### src/rtl/jtag_scan_to_mpsse_encoder_macros.svh
`ifndef JTAG_SCAN_TO_MPSSE_ENCODER_MACROS_SVH
`define JTAG_SCAN_TO_MPSSE_ENCODER_MACROS_SVH

// Checks that a condition holds in the same cycle as its trigger.
`define JSE_ASSERT_NOW(label, ante, cons, msg) \
  label: assert property (@(posedge clk) disable iff (!rst_n) (ante) |-> (cons)) \
    else $error(msg);

// Checks that a condition holds in the cycle after its trigger.
`define JSE_ASSERT_NEXT(label, ante, cons, msg) \
  label: assert property (@(posedge clk) disable iff (!rst_n) (ante) |=> (cons)) \
    else $error(msg);

`endif

### src/rtl/jse_pkg.sv
package jse_pkg;

  // MPSSE opcode flag bits.
  localparam logic [7:0] OP_NEGW = 8'h01;
  localparam logic [7:0] OP_BITS = 8'h02;
  localparam logic [7:0] OP_LSB  = 8'h08;
  localparam logic [7:0] OP_WTDI = 8'h10;
  localparam logic [7:0] OP_RTDO = 8'h20;
  localparam logic [7:0] OP_WTMS = 8'h40;

  // Complete opcodes used by the encoder.
  localparam logic [7:0] CMD_TMS       = OP_WTMS | OP_BITS | OP_NEGW | OP_LSB;
  localparam logic [7:0] CMD_TMS_RD    = CMD_TMS | OP_RTDO;
  localparam logic [7:0] CMD_BYTES     = OP_WTDI | OP_NEGW | OP_LSB;
  localparam logic [7:0] CMD_BYTES_RD  = CMD_BYTES | OP_RTDO;
  localparam logic [7:0] CMD_PBITS     = OP_WTDI | OP_BITS | OP_NEGW | OP_LSB;
  localparam logic [7:0] CMD_PBITS_RD  = CMD_PBITS | OP_RTDO;

  // Request and result codes.
  localparam logic CMD_FIX   = 1'b1;
  localparam logic KIND_BYTE = 1'b0;
  localparam logic KIND_WORD = 1'b1;

  // Field limits and fixed byte values.
  localparam logic [3:0]  LEAD_MAX      = 4'd11;
  localparam logic [6:0]  DATA_MAX      = 7'd64;
  localparam logic [3:0]  TMS_SPLIT     = 4'd8;
  localparam logic [7:0]  TMS_FIRST_LEN = 8'd6;
  localparam logic [7:0]  LAST_LEN      = 8'd1;
  localparam logic [6:0]  LAST_TMS_BITS = 7'h03;
  localparam logic [63:0] BYTE_MASK     = 64'hff;
  localparam logic [63:0] LATE_SEED     = 64'h40;
  localparam logic [7:0]  PENDING_MAX   = 8'hff;

  localparam int unsigned QUEUE_DEPTH = 2;

  // One classified request as it travels from the front to the back.
  typedef struct packed {
    logic        is_fix;
    logic [3:0]  lead_n;
    logic [11:0] lead_v;
    logic        has_data;
    logic [2:0]  nbytes;
    logic [2:0]  part;
    logic        cap;
    logic        last_bit;
    logic [63:0] word;
    logic [7:0]  pending;
  } job_t;

  typedef struct packed {
    logic full;
    logic empty;
  } q_stat_t;

  typedef struct packed {
    logic pop;
    logic busy;
  } bk_stat_t;

endpackage

### src/rtl/jse_channels.sv
// Request channel into the encoder.
interface jse_in_if;
  logic        valid;
  logic        ready;
  logic        command;
  logic [3:0]  tms_lead_bits;
  logic [10:0] tms_lead_value;
  logic [6:0]  data_bits;
  logic [63:0] data_value;
  logic        capture;
  logic [63:0] raw_reply;

  modport source (
    output valid, command, tms_lead_bits, tms_lead_value, data_bits, data_value,
           capture, raw_reply,
    input  ready
  );
  modport sink (
    input  valid, command, tms_lead_bits, tms_lead_value, data_bits, data_value,
           capture, raw_reply,
    output ready
  );
endinterface

// Result channel out of the encoder.
interface jse_out_if;
  logic        valid;
  logic        ready;
  logic        kind;
  logic [7:0]  out_byte;
  logic        last_of_run;
  logic [63:0] fixed_word;
  logic [7:0]  reply_bytes_pending;

  modport source (
    output valid, kind, out_byte, last_of_run, fixed_word, reply_bytes_pending,
    input  ready
  );
  modport sink (
    input  valid, kind, out_byte, last_of_run, fixed_word, reply_bytes_pending,
    output ready
  );
endinterface

### src/rtl/jse_front.sv
module jse_front (
  input  logic            clk,
  input  logic            rst_n,
  jse_in_if.sink          in_ch,
  input  jse_pkg::q_stat_t q_stat,
  output logic            push,
  output jse_pkg::job_t   job
);
  import jse_pkg::*;

  logic [7:0]  pending_r, pending_nxt;
  logic [2:0]  pbc_r, pbc_nxt;
  logic [63:0] pbm_r, pbm_nxt;
  logic [63:0] late_r, late_nxt;
  logic [63:0] top_r, top_nxt;

  logic        accept, is_fix, has_data, cap_upd, late_hit;
  logic [3:0]  lead_n, lead_tot, rwb, fix_sh;
  logic [6:0]  dbits;
  logic [11:0] lead_v;
  logic [5:0]  n;
  logic [2:0]  nbytes, part;
  logic [8:0]  sum;
  logic [7:0]  pend_enc;
  logic [63:0] hi_sh, w_part, w_fix;

  assign in_ch.ready = !q_stat.full;
  assign accept      = in_ch.valid && in_ch.ready;
  assign is_fix      = (in_ch.command == CMD_FIX);

  // Clamp the counts and append the generic 1-0-0 when data follows.
  always_comb begin
    lead_n   = (in_ch.tms_lead_bits > LEAD_MAX) ? LEAD_MAX : in_ch.tms_lead_bits;
    dbits    = (in_ch.data_bits > DATA_MAX) ? DATA_MAX : in_ch.data_bits;
    has_data = (dbits != 7'd0);
    lead_v   = {1'b0, in_ch.tms_lead_value};
    if (has_data) begin
      lead_v = lead_v | (12'd1 << lead_n);
    end
    lead_tot = has_data ? (lead_n + 4'd3) : lead_n;
    n        = 6'(dbits - 7'd1);
    nbytes   = n[5:3];
    part     = n[2:0];
    rwb      = {1'b0, nbytes} + {3'b000, (part != 3'd0)};
    sum      = {1'b0, pending_r} + {5'b0, rwb} + 9'd1;
    pend_enc = (sum > {1'b0, PENDING_MAX}) ? PENDING_MAX : sum[7:0];
  end

  // Re-align a raw reply word with the masks left by the last capture.
  always_comb begin
    fix_sh   = 4'd8 - {1'b0, pbc_r};
    hi_sh    = (in_ch.raw_reply & pbm_r) >> fix_sh;
    late_hit = |(in_ch.raw_reply & late_r);
    if (pbc_r != 3'd0) begin
      w_part = (in_ch.raw_reply & ~pbm_r) | (pbm_r & hi_sh);
    end else begin
      w_part = in_ch.raw_reply;
    end
    w_fix = w_part & (top_r - 64'd1);
    if (late_hit) begin
      w_fix = w_fix | top_r;
    end
  end

  // Capture bookkeeping for the next fix request.
  assign cap_upd = accept && !is_fix && has_data && in_ch.capture;

  always_comb begin
    pending_nxt = pending_r;
    pbc_nxt     = pbc_r;
    pbm_nxt     = pbm_r;
    late_nxt    = late_r;
    top_nxt     = top_r;
    if (accept && is_fix) begin
      pending_nxt = 8'd0;
    end else if (cap_upd) begin
      pending_nxt = pend_enc;
      pbc_nxt     = part;
      pbm_nxt     = (part != 3'd0) ? (BYTE_MASK << {nbytes, 3'b000}) : 64'd0;
      late_nxt    = rwb[3] ? 64'd0 : (LATE_SEED << {rwb[2:0], 3'b000});
      top_nxt     = 64'd1 << n;
    end
  end

  always_ff @(posedge clk) begin
    if (!rst_n) begin
      pending_r <= 8'd0;
      pbc_r     <= 3'd0;
      pbm_r     <= 64'd0;
      late_r    <= 64'd0;
      top_r     <= 64'd0;
    end else begin
      pending_r <= pending_nxt;
      pbc_r     <= pbc_nxt;
      pbm_r     <= pbm_nxt;
      late_r    <= late_nxt;
      top_r     <= top_nxt;
    end
  end

  // An encode request with nothing to clock produces no job at all.
  assign push = accept && (is_fix || (lead_tot != 4'd0));

  always_comb begin
    job.is_fix   = is_fix;
    job.lead_n   = lead_tot;
    job.lead_v   = lead_v;
    job.has_data = has_data;
    job.nbytes   = nbytes;
    job.part     = part;
    job.cap      = in_ch.capture;
    job.last_bit = in_ch.data_value[n];
    job.word     = is_fix ? w_fix : in_ch.data_value;
    job.pending  = (!is_fix && has_data && in_ch.capture) ? pend_enc : pending_r;
  end

endmodule

### src/rtl/jse_queue.sv
module jse_queue #(
  parameter int unsigned DEPTH = jse_pkg::QUEUE_DEPTH
) (
  input  logic             clk,
  input  logic             rst_n,
  input  logic             push,
  input  jse_pkg::job_t    wr_job,
  input  logic             pop,
  output jse_pkg::job_t    head,
  output jse_pkg::q_stat_t q_stat
);
  import jse_pkg::*;

  localparam int unsigned PW = (DEPTH > 1) ? $clog2(DEPTH) : 1;
  localparam int unsigned CW = $clog2(DEPTH + 1);

  job_t          entry_r [DEPTH];
  logic [PW-1:0] wr_ptr_r, wr_ptr_nxt, rd_ptr_r, rd_ptr_nxt;
  logic [CW-1:0] count_r, count_nxt;

  // Pointer advance with wrap at the last entry.
  always_comb begin
    wr_ptr_nxt = wr_ptr_r;
    rd_ptr_nxt = rd_ptr_r;
    count_nxt  = count_r;
    if (push) begin
      wr_ptr_nxt = (wr_ptr_r == PW'(DEPTH - 1)) ? '0 : (wr_ptr_r + PW'(1));
    end
    if (pop) begin
      rd_ptr_nxt = (rd_ptr_r == PW'(DEPTH - 1)) ? '0 : (rd_ptr_r + PW'(1));
    end
    if (push && !pop) begin
      count_nxt = count_r + CW'(1);
    end else if (pop && !push) begin
      count_nxt = count_r - CW'(1);
    end
  end

  always_ff @(posedge clk) begin
    if (!rst_n) begin
      wr_ptr_r <= '0;
      rd_ptr_r <= '0;
      count_r  <= '0;
    end else begin
      wr_ptr_r <= wr_ptr_nxt;
      rd_ptr_r <= rd_ptr_nxt;
      count_r  <= count_nxt;
    end
  end

  // Job storage.
  always_ff @(posedge clk) begin
    if (push) begin
      entry_r[wr_ptr_r] <= wr_job;
    end
  end

  assign head         = entry_r[rd_ptr_r];
  assign q_stat.full  = (count_r == CW'(DEPTH));
  assign q_stat.empty = (count_r == '0);

endmodule

### src/rtl/jse_back.sv
module jse_back (
  input  logic              clk,
  input  logic              rst_n,
  input  jse_pkg::job_t     head,
  input  jse_pkg::q_stat_t  q_stat,
  output jse_pkg::bk_stat_t bk_stat,
  jse_out_if.source         out_ch
);
  import jse_pkg::*;

  typedef enum logic [6:0] {
    SEG_FIX   = 7'b0000001,
    SEG_LEADA = 7'b0000010,
    SEG_LEADB = 7'b0000100,
    SEG_BYTES = 7'b0001000,
    SEG_PART  = 7'b0010000,
    SEG_LAST  = 7'b0100000,
    SEG_TAIL  = 7'b1000000
  } seg_t;

  seg_t        seg_r, seg_nxt, seg_after, data_first, after_bytes;
  logic        active_r, active_nxt;
  logic [3:0]  pos_r, pos_nxt;
  logic        out_valid_r, out_valid_nxt;
  job_t        job_r;
  logic [63:0] data_r;
  logic        out_kind_r, out_last_r;
  logic [7:0]  out_byte_r, out_pend_r;
  logic [63:0] out_word_r;

  logic        step, pop, short_lead, seg_end, run_end, shift_data;
  logic [7:0]  byte_c;

  assign step       = active_r && (!out_valid_r || out_ch.ready);
  assign pop        = !active_r && !q_stat.empty;
  assign short_lead = (job_r.lead_n < TMS_SPLIT);

  // Order of the data segments that follow the TMS prologue.
  always_comb begin
    after_bytes = (job_r.part != 3'd0) ? SEG_PART : SEG_LAST;
    data_first  = (job_r.nbytes != 3'd0) ? SEG_BYTES : after_bytes;
  end

  // Byte for the current segment and position, and where to go next.
  always_comb begin
    byte_c     = 8'd0;
    seg_end    = (pos_r == 4'd2);
    run_end    = 1'b0;
    seg_after  = SEG_TAIL;
    shift_data = 1'b0;
    case (seg_r)
      SEG_FIX: begin
        seg_end = 1'b1;
        run_end = 1'b1;
      end
      SEG_LEADA: begin
        case (pos_r)
          4'd0:    byte_c = CMD_TMS;
          4'd1:    byte_c = short_lead ? {4'b0000, job_r.lead_n - 4'd1} : TMS_FIRST_LEN;
          default: byte_c = short_lead ? job_r.lead_v[7:0] : {1'b0, job_r.lead_v[6:0]};
        endcase
        run_end   = seg_end && short_lead && !job_r.has_data;
        seg_after = short_lead ? data_first : SEG_LEADB;
      end
      SEG_LEADB: begin
        case (pos_r)
          4'd0:    byte_c = CMD_TMS;
          4'd1:    byte_c = {4'b0000, job_r.lead_n - TMS_SPLIT};
          default: byte_c = {3'b000, job_r.lead_v[11:7]};
        endcase
        run_end   = seg_end && !job_r.has_data;
        seg_after = data_first;
      end
      SEG_BYTES: begin
        case (pos_r)
          4'd0:    byte_c = job_r.cap ? CMD_BYTES_RD : CMD_BYTES;
          4'd1:    byte_c = {5'b00000, job_r.nbytes - 3'd1};
          4'd2:    byte_c = 8'd0;
          default: begin
            byte_c     = data_r[7:0];
            shift_data = 1'b1;
          end
        endcase
        seg_end   = (pos_r == ({1'b0, job_r.nbytes} + 4'd2));
        seg_after = after_bytes;
      end
      SEG_PART: begin
        case (pos_r)
          4'd0:    byte_c = job_r.cap ? CMD_PBITS_RD : CMD_PBITS;
          4'd1:    byte_c = {5'b00000, job_r.part - 3'd1};
          default: byte_c = data_r[7:0];
        endcase
        seg_after = SEG_LAST;
      end
      SEG_LAST: begin
        case (pos_r)
          4'd0:    byte_c = job_r.cap ? CMD_TMS_RD : CMD_TMS;
          4'd1:    byte_c = LAST_LEN;
          default: byte_c = {job_r.last_bit, LAST_TMS_BITS};
        endcase
        seg_after = SEG_TAIL;
      end
      SEG_TAIL: begin
        case (pos_r)
          4'd0:    byte_c = CMD_TMS;
          default: byte_c = 8'd0;
        endcase
        run_end = seg_end;
      end
      default: begin
        seg_end = 1'b1;
        run_end = 1'b1;
      end
    endcase
  end

  // Sequencer control: load a job, then walk its segments.
  always_comb begin
    active_nxt    = active_r;
    seg_nxt       = seg_r;
    pos_nxt       = pos_r;
    out_valid_nxt = out_valid_r;
    if (out_ch.ready) begin
      out_valid_nxt = 1'b0;
    end
    if (pop) begin
      active_nxt = 1'b1;
      seg_nxt    = head.is_fix ? SEG_FIX : SEG_LEADA;
      pos_nxt    = 4'd0;
    end else if (step) begin
      out_valid_nxt = 1'b1;
      if (seg_end) begin
        pos_nxt = 4'd0;
        seg_nxt = seg_after;
        if (run_end) begin
          active_nxt = 1'b0;
        end
      end else begin
        pos_nxt = pos_r + 4'd1;
      end
    end
  end

  always_ff @(posedge clk) begin
    if (!rst_n) begin
      active_r    <= 1'b0;
      seg_r       <= SEG_FIX;
      pos_r       <= 4'd0;
      out_valid_r <= 1'b0;
    end else begin
      active_r    <= active_nxt;
      seg_r       <= seg_nxt;
      pos_r       <= pos_nxt;
      out_valid_r <= out_valid_nxt;
    end
  end

  // Job, data shifter and output payload.
  always_ff @(posedge clk) begin
    if (pop) begin
      job_r  <= head;
      data_r <= head.word;
    end else if (step && shift_data) begin
      data_r <= data_r >> 8;
    end
    if (step) begin
      out_kind_r <= job_r.is_fix ? KIND_WORD : KIND_BYTE;
      out_byte_r <= byte_c;
      out_last_r <= run_end;
      out_word_r <= job_r.is_fix ? job_r.word : 64'd0;
      out_pend_r <= job_r.pending;
    end
  end

  assign out_ch.valid               = out_valid_r;
  assign out_ch.kind                = out_kind_r;
  assign out_ch.out_byte            = out_byte_r;
  assign out_ch.last_of_run         = out_last_r;
  assign out_ch.fixed_word          = out_word_r;
  assign out_ch.reply_bytes_pending = out_pend_r;

  assign bk_stat.pop  = pop;
  assign bk_stat.busy = active_r;

endmodule

### src/rtl/jtag_scan_to_mpsse_encoder.sv
// JTAG scan request to MPSSE command byte encoder.
// in_ch takes requests with valid/ready. An encode request becomes a run of
// command bytes on out_ch (kind 0), one byte per result, last_of_run set on
// the final byte. A fix request returns one corrected reply word (kind 1)
// using the masks recorded by the most recent capturing scan.
// Throughput: the byte sequencer emits one result per cycle while out_ch
// does not stall it; a scan gives up to 25 bytes, a fix gives one word, and
// the next job is loaded from the queue once the current run has ended.
// A request that clocks nothing is taken and gives no result.
// The front accepts while the job queue (QDEPTH entries) has room, so it
// keeps taking requests while the sequencer is busy or stalled.
// When out_ch.ready is low the output register holds its result and the
// sequencer waits; the queue then fills and in_ch.ready drops.
// Reset clears the queue, the sequencer, the pending reply count and all
// re-alignment masks.
`include "jtag_scan_to_mpsse_encoder_macros.svh"

module jtag_scan_to_mpsse_encoder #(
  parameter int unsigned QDEPTH = jse_pkg::QUEUE_DEPTH
) (
  input  logic      clk,
  input  logic      rst_n,
  jse_in_if.sink    in_ch,
  jse_out_if.source out_ch
);
  import jse_pkg::*;

  logic     push;
  job_t     fr_job;
  job_t     head;
  q_stat_t  q_stat;
  bk_stat_t bk_stat;

  // Classify requests and keep the capture bookkeeping.
  jse_front u_front (
    .clk    (clk),
    .rst_n  (rst_n),
    .in_ch  (in_ch),
    .q_stat (q_stat),
    .push   (push),
    .job    (fr_job)
  );

  // Short job queue between front and sequencer.
  jse_queue #(
    .DEPTH (QDEPTH)
  ) u_queue (
    .clk    (clk),
    .rst_n  (rst_n),
    .push   (push),
    .wr_job (fr_job),
    .pop    (bk_stat.pop),
    .head   (head),
    .q_stat (q_stat)
  );

  // Byte sequencer with output register.
  jse_back u_back (
    .clk     (clk),
    .rst_n   (rst_n),
    .head    (head),
    .q_stat  (q_stat),
    .bk_stat (bk_stat),
    .out_ch  (out_ch)
  );

  // Queue never written when full, never read when empty.
  `JSE_ASSERT_NOW(a_no_overflow, push, !q_stat.full, "job queue overflow")
  `JSE_ASSERT_NOW(a_no_underflow, bk_stat.pop, !q_stat.empty, "job queue underflow")
  // A loaded job keeps the sequencer busy in the following cycle.
  `JSE_ASSERT_NEXT(a_load_busy, bk_stat.pop, bk_stat.busy, "sequencer idle after load")

endmodule
### src/flat_wrapper.sv
// flat-port wrapper written by rule: the top's interface ports become plain ports
module jtag_scan_to_mpsse_encoder_flat import jse_pkg::*;
#(
  parameter int unsigned QDEPTH = jse_pkg::QUEUE_DEPTH
)
  (clk, rst_n, in_ch_valid, in_ch_command, in_ch_tms_lead_bits, in_ch_tms_lead_value, in_ch_data_bits, in_ch_data_value, in_ch_capture, in_ch_raw_reply, in_ch_ready, out_ch_valid, out_ch_kind, out_ch_out_byte, out_ch_last_of_run, out_ch_fixed_word, out_ch_reply_bytes_pending, out_ch_ready);
  jse_in_if in_ch_i ();
  jse_out_if out_ch_i ();
  input  logic clk;
  input  logic rst_n;
  input wire logic [$bits(in_ch_i.valid)-1:0] in_ch_valid;
  input wire logic [$bits(in_ch_i.command)-1:0] in_ch_command;
  input wire logic [$bits(in_ch_i.tms_lead_bits)-1:0] in_ch_tms_lead_bits;
  input wire logic [$bits(in_ch_i.tms_lead_value)-1:0] in_ch_tms_lead_value;
  input wire logic [$bits(in_ch_i.data_bits)-1:0] in_ch_data_bits;
  input wire logic [$bits(in_ch_i.data_value)-1:0] in_ch_data_value;
  input wire logic [$bits(in_ch_i.capture)-1:0] in_ch_capture;
  input wire logic [$bits(in_ch_i.raw_reply)-1:0] in_ch_raw_reply;
  output wire logic [$bits(in_ch_i.ready)-1:0] in_ch_ready;
  output wire logic [$bits(out_ch_i.valid)-1:0] out_ch_valid;
  output wire logic [$bits(out_ch_i.kind)-1:0] out_ch_kind;
  output wire logic [$bits(out_ch_i.out_byte)-1:0] out_ch_out_byte;
  output wire logic [$bits(out_ch_i.last_of_run)-1:0] out_ch_last_of_run;
  output wire logic [$bits(out_ch_i.fixed_word)-1:0] out_ch_fixed_word;
  output wire logic [$bits(out_ch_i.reply_bytes_pending)-1:0] out_ch_reply_bytes_pending;
  input wire logic [$bits(out_ch_i.ready)-1:0] out_ch_ready;
  assign in_ch_i.valid = in_ch_valid;
  assign in_ch_i.command = in_ch_command;
  assign in_ch_i.tms_lead_bits = in_ch_tms_lead_bits;
  assign in_ch_i.tms_lead_value = in_ch_tms_lead_value;
  assign in_ch_i.data_bits = in_ch_data_bits;
  assign in_ch_i.data_value = in_ch_data_value;
  assign in_ch_i.capture = in_ch_capture;
  assign in_ch_i.raw_reply = in_ch_raw_reply;
  assign in_ch_ready = in_ch_i.ready;
  assign out_ch_valid = out_ch_i.valid;
  assign out_ch_kind = out_ch_i.kind;
  assign out_ch_out_byte = out_ch_i.out_byte;
  assign out_ch_last_of_run = out_ch_i.last_of_run;
  assign out_ch_fixed_word = out_ch_i.fixed_word;
  assign out_ch_reply_bytes_pending = out_ch_i.reply_bytes_pending;
  assign out_ch_i.ready = out_ch_ready;
  jtag_scan_to_mpsse_encoder #(.QDEPTH(QDEPTH)) u_core (.clk(clk), .rst_n(rst_n), .in_ch(in_ch_i), .out_ch(out_ch_i));
endmodule
### config.mk
export PLATFORM = sky130hd
export DESIGN_NAME = jtag_scan_to_mpsse_encoder_flat
export DESIGN_NICKNAME = d
export VERILOG_FILES = /design/src/rtl/jse_pkg.sv /design/src/rtl/jse_channels.sv /design/src/rtl/jse_front.sv /design/src/rtl/jse_queue.sv /design/src/rtl/jse_back.sv /design/src/rtl/jtag_scan_to_mpsse_encoder.sv /design/src/flat_wrapper.sv
export VERILOG_INCLUDE_DIRS = /design/src /design/src/rtl
export SDC_FILE = /design/constraint.sdc
export NUM_CORES = 1
export LEC_CHECK = 0
export ABC_AREA = 1
export BUFFER_PORTS_ARGS = -buffer_cell sky130_fd_sc_hd__buf_2
export CAP_MARGIN = 5
export CORE_AREA = 5 5 277 279
export CTS_CLUSTER_SIZE = 14
export DETAILED_ROUTE_END_ITERATION = 10
export DIE_AREA = 0 0 282 284
export PLACE_DENSITY = 0.54
export SYNTH_ARGS = -nofsm -noshare
export SYNTH_HDL_FRONTEND = slang
export SYNTH_SLANG_ARGS = --single-unit
### constraint.sdc
create_clock -name clk -period 19.8 [get_ports clk]
set_input_delay 2.97 -clock clk [delete_from_list [all_inputs] [get_ports clk]]
set_output_delay 2.97 -clock clk [all_outputs]
set_load 0.02 [all_outputs]
==> key figures, run 1 <==
Run status
  • Status: finished, final reports clean

Setup path
  • Worst path required time: 20.13 ns
  • CP max-delay cell: buf_4
  • CP top delay family: simple AND/OR/NAND/NOR gates
  • Arrival @ worst endpoint: 6.97 ns
  • Worst Setup Start Kind: primary input
  • CP cell instances: buf_2 -> inv_2 -> nand2_2 -> buf_4 -> ha_1 -> nand3_1 -> nand2_1 -> nand2_1 -> ha_1 -> ha_1 -> nand3b_1 -> nand2_2 -> inv_1 -> ha_1 -> nand3_1 -> nand2_1 -> nand2_1 -> nor2_1 -> nand2_1 -> inv_1 -> a21oi_1 -> o21ai_0
  • Crit end category: flop
  • Most frequent CP cell: nand2_1
  • CP bufs+invs: 5
  • CP max FO: 46
  • CP peak stage delay: 0.41 ns
  • Critical path type: primary input to flop

Drt
  • Wire length per cell: 21.0 microns
  • Post-Route WL: 98700 microns
  • Antenna Nets Post-Route: 0
  • Routed vias: 25000
  • Initial DRC count: 2420
  • Via/cell ratio: 5.32
  • Pre-Repair DR Iteration Count: 6
  • DRC: 0

Placed design
  • PortBufs: 239
  • GPL Wtd Cong: 1.04
  • DP Wirelength: 73800 microns
  • DP Area: 0.0313 sq mm

Global routing
  • Initial antenna violation count: 9
  • Vias in the first global route: 23300
  • First-pass GRT wire length: 146000 microns
  • Total congestion overflow: 0
  • GRT Resource Usage Total: 23.8%
  • Largest net degree at the start of global routing: 160

Power and ir drop
  • Total chip power: 4030 uW
  • Lkg Pwr: 0.0143 uW
  • Max VDD drop: 109 uV
  • Pwr dens: 121 mW/mm^2

Cells and area
  • NumNets Final: 3874
  • Area of the multi-input gates: 0.0122 sq mm
  • Share of cells above drive strength 1: 13.9%
  • Most frequent cells in the layout: nand2_1, edfxtp_1, nand3_1
  • Fillers: 7429
  • Finished layout cell area: 0.0331 sq mm
  • Area Overhead vs Synth: 13.2%
  • FF/Latch Area: 0.0154 sq mm
  • Commonest non-fill, non-tap cell in the layout: nand2_1

Floorplanning
  • Die height: 284 microns
  • Die Wd: 282 microns
  • Core area: 0.0739 sq mm
  • Die area: 0.0801 sq mm
  • Number of I/O pins: 240
  • Row cnt: 100
  • Initial Util: 39.6%

Min path
  • Worst min path class: flop to flop

CTS
  • # Post-CTS Setup Buffers: 0
  • CTS buffer count: 54
  • CTS tree: yes
  • CTS Hold Buffers Added: 0
  • Worst-Skew Late Latency: 0.60 ns
  • Clock sinks: 549
  • Clock Tree Buf Depth: 3
  • H-tree levels: 2
  • Resized cells post-CTS: 0
  • Clock-pin transition on the worst setup and hold timing paths: 0.06 ns
  • Cell at the root of the clock tree: clkbuf_16

STA
  • Fin crit share: 33.6%
  • Final setup viols: 0
  • Pins over their slew limit: 0
  • Worst-Margin Slew: 1.16 ns
  • Worst Clk Skew: 0.0158 ns
  • Final worst path period need: 6.64 ns
  • RSZ-0062 raised after global routing: false
  • Hold Fails Final Rpt: 0
  • Setup TNS: 0 ns
  • Rel. slew slack: 22.6%
  • Max Clock Freq: 151 MHz

Synthesis
  • Synth Cell Area: 0.0293 sq mm
  • Synth warn: 0
  • Dominant synthesized flop cell: edfxtp_1
  • Ys async rst share: 0%
  • Post-synth EDFFs: 440
  • Flops & latches, synth: 549
  • Post-synthesis sequential area ratio: 52.6%
  • Synth cell types: 52
  • Synth Net Count: 3706
  • Mapped Cells: 3517
  • Avg Cell Area, Syn: 8.33 sq um

Job
  • Max-cap viol count: 0
## area by class of cell
class	count	area share, %
Antenna cell	3	0.0226
Clock buffer	73	4.55
Clock inverter	29	0.910
Inverter	285	3.23
Multi-Input combinational cell	2525	36.8
Sequential cell	549	46.5
Tap cell	969	3.66
Timing Repair Buffer	270	4.35
## logic make-up (layout without fill, tap and decap cells)
logic type	count (synthesis)	after routing	share of synthesized area (%)
mux	90	90	3.46
buf+inv	443	657	5.95
simple gates	1916	1916	27.1
fa+ha+maj	33	33	1.44
compound gates	440	440	8.16
flops	549	549	52.6
other cells	0	3	0
xor+xnor	46	46	1.38
## per-layer routing
layer	share of wire [%]	GRT usage [%]
met1	46	36.0
met2	44	36.2
met3	7.5	2.98
met4	3.0	6.45
met5	0.021	0
## power breakdown
part | total, uW | switching [uW] | leakage (uW) | internal [uW]
logic | 1200 | 854 | 0.00838 | 343
registers | 1780 | 89.4 | 0.00501 | 1690
clock network | 1050 | 446 | 0.000888 | 602
total | 4030 | 1390 | 0.0143 | 2640
## stage by stage
| stage | instances | setup slack, ns | util [%] | hold slack, ns |
|---|---|---|---|---|
| 2_1_floorplan | 3517 | 10.68 | - | 0.400 |
| 3_3_place_gp | 4598 | 12.66 | 42.4 | 0.403 |
| 3_5_place_dp | 4598 | 12.59 | 42.4 | 0.410 |
| 4_1_cts | 4700 | 13.22 | 44.8 | 0.424 |
| 5_1_grt | 4701 | 12.70 | 44.8 | 0.438 |
| 6_report | 4703 | 13.16 | 44.8 | 0.421 |
## state kept, by name (all words and copies together), names as in the netlist, 8 cells and up, named ones only
| register | flops |
|---|---|
| u_core.u_front.pending_r | 8 |
| u_core.u_back.out_ch.out_byte | 8 |
| u_core.u_front.late_r | 8 |
| u_core.u_queue.entry_r | 196 |
| u_core.u_back.job_r | 98 |
| u_core.u_back.out_ch.fixed_word | 64 |
| u_core.u_back.out_ch.reply_bytes_pending | 8 |
| u_core.u_back.data_r | 64 |
| u_core.u_front.pbm_r | 8 |
| u_core.u_front.top_r | 64 |
## path summary, 6_finish.rpt
path,startpoint,end,cells past startpoint,slack [ns]
setup / recovery,in_ch_data_bits[6],u_core.u_queue.entry_r[0][2]$_DFFE_PP_,22,13.16
hold / removal,u_core.u_back.job_r[3]$_DFFE_PP_,u_core.u_back.out_ch.reply_bytes_pending[3]$_DFFE_PP_,0,0.42
setup reg to reg,u_core.u_front.pbc_r[0]$_SDFFE_PN0P_,u_core.u_queue.entry_r[0][39]$_DFFE_PP_,11,16.08
hold reg to reg,u_core.u_back.job_r[3]$_DFFE_PP_,u_core.u_back.out_ch.reply_bytes_pending[3]$_DFFE_PP_,0,0.42
## cells in the mapped netlist, types with 2 or more instances
cell | instances | area [sq um]
a21o_1 | 2 | 15.0
a21oi_1 | 247 | 1240
a221oi_1 | 2 | 17.5
a22oi_1 | 8 | 60.1
a31o_2 | 5 | 43.8
a31oi_1 | 5 | 31.3
and2_1 | 2 | 12.5
buf_1 | 24 | 90.1
buf_2 | 34 | 170
buf_4 | 8 | 60.1
clkbuf_1 | 91 | 342
clkinv_1 | 2 | 7.51
dfxtp_1 | 109 | 2180
edfxtp_1 | 440 | 13200
ha_1 | 32 | 400
inv_1 | 269 | 1010
inv_2 | 14 | 52.6
mux2_2 | 90 | 1010
nand2_1 | 1033 | 3880
nand2_2 | 11 | 68.8
nand3_1 | 426 | 2130
nand3b_1 | 4 | 30.0
nand4_1 | 11 | 68.8
nor2_1 | 390 | 1460
nor2_2 | 6 | 37.5
nor2_4 | 2 | 22.5
nor3_1 | 6 | 30.0
o2111ai_1 | 2 | 17.5
o211ai_1 | 19 | 143
o21ai_0 | 115 | 576
o21ai_1 | 4 | 20.0
o21bai_1 | 10 | 75.1
o221ai_1 | 2 | 17.5
o22ai_1 | 11 | 68.8
or2_2 | 20 | 125
xnor2_1 | 18 | 158
xor2_1 | 28 | 245
No activity file was read; power rests on OpenSTA's default activity.
==> inputs of run 2 (changes only) <==
--- a/config.mk
+++ b/config.mk
@@ -6,14 +6,14 @@
 export SDC_FILE = /design/constraint.sdc
 export NUM_CORES = 1
 export LEC_CHECK = 0
-export ABC_AREA = 1
+export ABC_AREA = 0
 export BUFFER_PORTS_ARGS = -buffer_cell sky130_fd_sc_hd__buf_2
 export CAP_MARGIN = 5
-export CORE_AREA = 5 5 277 279
+export CORE_AREA = 5 5 276 278
 export CTS_CLUSTER_SIZE = 14
 export DETAILED_ROUTE_END_ITERATION = 10
-export DIE_AREA = 0 0 282 284
-export PLACE_DENSITY = 0.54
+export DIE_AREA = 0 0 281 283
+export PLACE_DENSITY = 0.56
 export SYNTH_ARGS = -nofsm -noshare
 export SYNTH_HDL_FRONTEND = slang
 export SYNTH_SLANG_ARGS = --single-unit
==> constraint.sdc (replaced) <==
create_clock -name clk -period 5.35 [get_ports clk]
set_input_delay 0.8025 -clock clk [delete_from_list [all_inputs] [get_ports clk]]
set_output_delay 0.8025 -clock clk [all_outputs]
set_load 0.02 [all_outputs]
==> run 2 against run 1 <==
Sequential cell count stayed put. Via count decreased by 11%. Critical endpoint is now u_core.u_queue.entry_r[1][5]$_DFFE_PP_. Combinational power grew to 3.2 times the previous value.
==> key figures, run 2 <==
Synthesis
  • Top-count cell post-synth: edfxtp_1
  • Cell taking the most area after synthesis: edfxtp_1
  • Post-synthesis sequential area ratio: 53.0% (+0.41 points)
  • Synth Net Count: 2731 (-26%)
  • Ys async rst share: 0% (unchanged)
  • Flops & latches, synth: 549 (unchanged)
  • Synth cell types: 92 (+77%)
  • Area share of the leading cell type in the synthesized netlist: 45.5% (+0.35 points)
  • Avg Cell Area, Syn: 11.4 sq um (+37%)
  • Synth warn: 0 (unchanged)
  • Synth Cell Area: 0.0291 sq mm (-0.77%)
  • Largest cells by area after synthesis: edfxtp_1, dfxtp_1, mux2_2
  • Dominant synthesized flop cell: edfxtp_1
  • Mapped Cells: 2542 (-28%)
  • Synth top cells by count: edfxtp_1, nor2_1, mux2_2, nand2_1, clkbuf_1
  • Post-synth EDFFs: 440 (unchanged)

Global routing
  • Vias in the first global route: 21200 (-9.1%)
  • First-pass GRT wire length: 138000 microns (-5.8%)
  • Largest net degree at the start of global routing: 105 (-34%)
  • GRT Resource Usage Total: 22.5% (-1.4 points)
  • Total congestion overflow: 0 (unchanged)
  • Initial antenna violation count: 3 (-6)

CTS
  • Worst-Skew Late Latency: 0.62 ns (+0.02 ns)
  • Resized cells post-CTS: 0 (unchanged)
  • Clock-pin transition on the worst setup and hold timing paths: 0.06 ns (about the same)
  • Clock Tree Buf Depth: 3 (unchanged)
  • CTS tree: yes
  • CTS buffer count: 55 (+1.9%)
  • # Post-CTS Setup Buffers: 0 (unchanged)
  • CTS Hold Buffers Added: 0 (unchanged)
  • Cell at the root of the clock tree: clkbuf_16
  • H-tree levels: 2 (unchanged)
  • Clock sinks: 549 (unchanged)

STA
  • Worst Clk Skew: 0.0330 ns (+0.0173 ns)
  • PnR worst setup slack: 1.26 ns (-11.90 ns)
  • Fin crit share: 76.5%
  • Rel. slew slack: 25.6% (+3.1 points)
  • Max Clock Freq: 244 MHz
  • Worst-Margin Slew: 1.11 ns (-0.0485 ns)
  • RSZ-0062 raised after global routing: false
  • Setup TNS: 0 ns (unchanged)
  • Final setup viols: 0 (unchanged)
  • Final worst path period need: 4.09 ns
  • Pins over their slew limit: 0 (unchanged)
  • Hold Fails Final Rpt: 0 (unchanged)

Setup path
  • CP peak stage delay: 0.36 ns (-0.05 ns)
  • Worst Setup Start Kind: primary input
  • Crit end category: flop
  • Critical path origin: in_ch_data_bits[0]
  • CP cell instances: buf_2 -> o31a_1 -> nor3_2 -> buf_4 -> inv_1 -> ha_1 -> ha_1 -> xnor2_1 -> inv_1 -> ha_1 -> a21o_1 -> a21oi_1 -> or3_1 -> nand2_1 -> mux2_2
  • Worst setup path end: u_core.u_queue.entry_r[1][5]$_DFFE_PP_
  • Origin of the critical flop-to-flop path: u_core.u_front.pbc_r[0]$_SDFFE_PN0P_
  • CP max FO: 10 (-78%)
  • Most frequent CP cell: ha_1
  • Critical path type: primary input to flop
  • R2r endpoint: u_core.u_queue.entry_r[0][49]$_DFFE_PP_
  • Arrival @ worst endpoint: 4.45 ns (-2.52 ns)
  • Worst Reg2Reg Path Length in Cells: 9 (-2)
  • Worst path required time: 5.71 ns (-14.42 ns)
  • CP max-delay cell: ha_1
  • Reg-to-reg slack, setup: 1.29 ns (-14.79 ns)

Cells and area
  • Cell Count, Final, Fillers Out: 3713 (-21%)
  • Max reg flops: 196 (unchanged)
  • Most frequent cells in the layout: edfxtp_1, buf_2, nor2_1
  • FF/Latch Area: 0.0154 sq mm (about the same)
  • Largest regs: u_core.u_queue.entry_r x196, u_core.u_back.job_r x98
  • Area Overhead vs Synth: 13.5%
  • Fillers: 6831 (-8.0%)
  • Register bank with the most flops: u_core.u_queue.entry_r
  • Commonest non-fill, non-tap cell in the layout: edfxtp_1
  • Share of cells above drive strength 1: 23.0% (+9.0 points)
  • Area of the multi-input gates: 0.0128 sq mm (+4.8%)
  • NumNets Final: 2884 (-26%)

Run status
  • Status: finished, final reports clean

Drt
  • Initial DRC count: 2617 (+8.1%)
  • DRC: 0 (unchanged)
  • Post-Route WL: 93400 microns (-5.4%)
  • Via/cell ratio: 6.00 (+13%)
  • Routed vias: 22300 (-11%)
  • Antenna Nets Post-Route: 0 (unchanged)
  • Wire length per cell: 25.2 microns (+20%)
  • Pre-Repair DR Iteration Count: 6 (unchanged)

Job
  • Max-cap viol count: 0 (unchanged)

Floorplanning
  • Number of I/O pins: 240 (unchanged)
  • Core area: 0.0737 sq mm (-0.34%)
  • Row cnt: 100 (unchanged)
  • Initial Util: 39.4% (-0.17 points)
  • Die area: 0.0795 sq mm (-0.71%)
  • Die height: 283 microns (-0.35%)
  • Die Wd: 281 microns (-0.35%)

Power and ir drop
  • Lkg Pwr: 0.0117 uW (-18%)
  • Pwr dens: 436 mW/mm^2 (+260%)
  • Max VDD drop: 290 uV (+170%)

Placed design
  • PortBufs: 239 (unchanged)
  • Pre-CTS WS: 0.736 ns (-11.85 ns)
  • Placed cells: 3607 (-22%)
  • GPL Wtd Cong: 0.954 (-8.7%)
  • DP Wirelength: 69100 microns (-6.3%)

Min path
  • Worst min path class: primary input to flop
## run 2: changes by cell type in the layout (fill, tap and decap cells not counted), moves of 61 or more
cell,change
a21oi_1,-130
nand3_1,-356
mux2i_1,+61
nor2_1,-192
nand2_1,-868
mux2_2,+89
inv_1,-221
and2_1,+102
## run 2: worst min path at each step
| stage | from | endpoint | slack [ns] | cells past startpoint |
|---|---|---|---|---|
| after global placement | u_core.u_back.job_r[0]$_DFFE_PP_ | u_core.u_back.out_ch.reply_bytes_pending[0]$_DFFE_PP_ | 0.41 | 0 |
| after detailed placement | u_core.u_back.job_r[0]$_DFFE_PP_ | u_core.u_back.out_ch.reply_bytes_pending[0]$_DFFE_PP_ | 0.42 | 0 |
| after floorplan | u_core.u_back.job_r[0]$_DFFE_PP_ | u_core.u_back.out_ch.reply_bytes_pending[0]$_DFFE_PP_ | 0.40 | 0 |
| final | in_ch_capture | u_core.u_queue.entry_r[1][73]$_DFFE_PP_ | 0.40 | 1 |
| after global routing | in_ch_capture | u_core.u_queue.entry_r[1][73]$_DFFE_PP_ | 0.37 | 1 |
| after CTS | in_ch_capture | u_core.u_queue.entry_r[1][73]$_DFFE_PP_ | 0.36 | 1 |
## run 2: cells by family after synthesis
logic type                 Yosys count  share of synthesized area (%)
muxes                              289                           12.8
buffers and inverters              235                           3.19
adders and majority gates           33                           1.45
DFF                                549                           53.0
AOI/OAI and AO/OA                  561                           13.4
xor gates and xnor gates            33                          0.995
and+or+nand+nor                    842                           15.2
## run 2: area by class of cell
class / count / share of cell area (%)
Clock inverter: 30 / 1.07
Inverter: 53 / 0.622
Clock buffer: 72 / 4.43
Multi-Input combinational cell: 1758 / 38.8
Antenna cell: 4 / 0.0304
Tap cell: 969 / 3.68
Timing Repair Buffer: 278 / 4.67
Sequential cell: 549 / 46.7
## run 2: layer usage
layer  vias up  part of all wire [%]  global-route usage, %
li1      10100                     -                      -
met1     11100                    46                   33.9
met2       957                    43                   32.9
met3       164                   7.1                   3.84
met4         0                   3.7                   7.31
met5         -                     0                      0
## run 2: critical path, delay by kind of cell
kind,cells,cell delay (ns)
mux,1,0.28
compound gates,3,0.82
fa+ha+maj,3,0.94
simple gates,3,0.51
xor+xnor,1,0.29
buf+inv,4,0.77
## run 2: through the flow
step / cell area, sq um / util [%] / power (uW) / hold WS [ns]
6_report: 33000 / 44.7 / 14400 / 0.396
5_1_grt: 33000 / 44.7 / 15100 / 0.374
4_1_cts: 33000 / 44.7 / 14500 / 0.361
3_5_place_dp: 31200 / 42.3 / 10600 / 0.415
3_3_place_gp: 31200 / 42.3 / 10600 / 0.412
2_1_floorplan: 29100 / - / 9230 / 0.400
## run 2: power breakdown
group	total (uW)	switching, uW	internal, uW
logic	3780	2370	1410
registers	6730	464	6260
clock network	3880	1650	2230
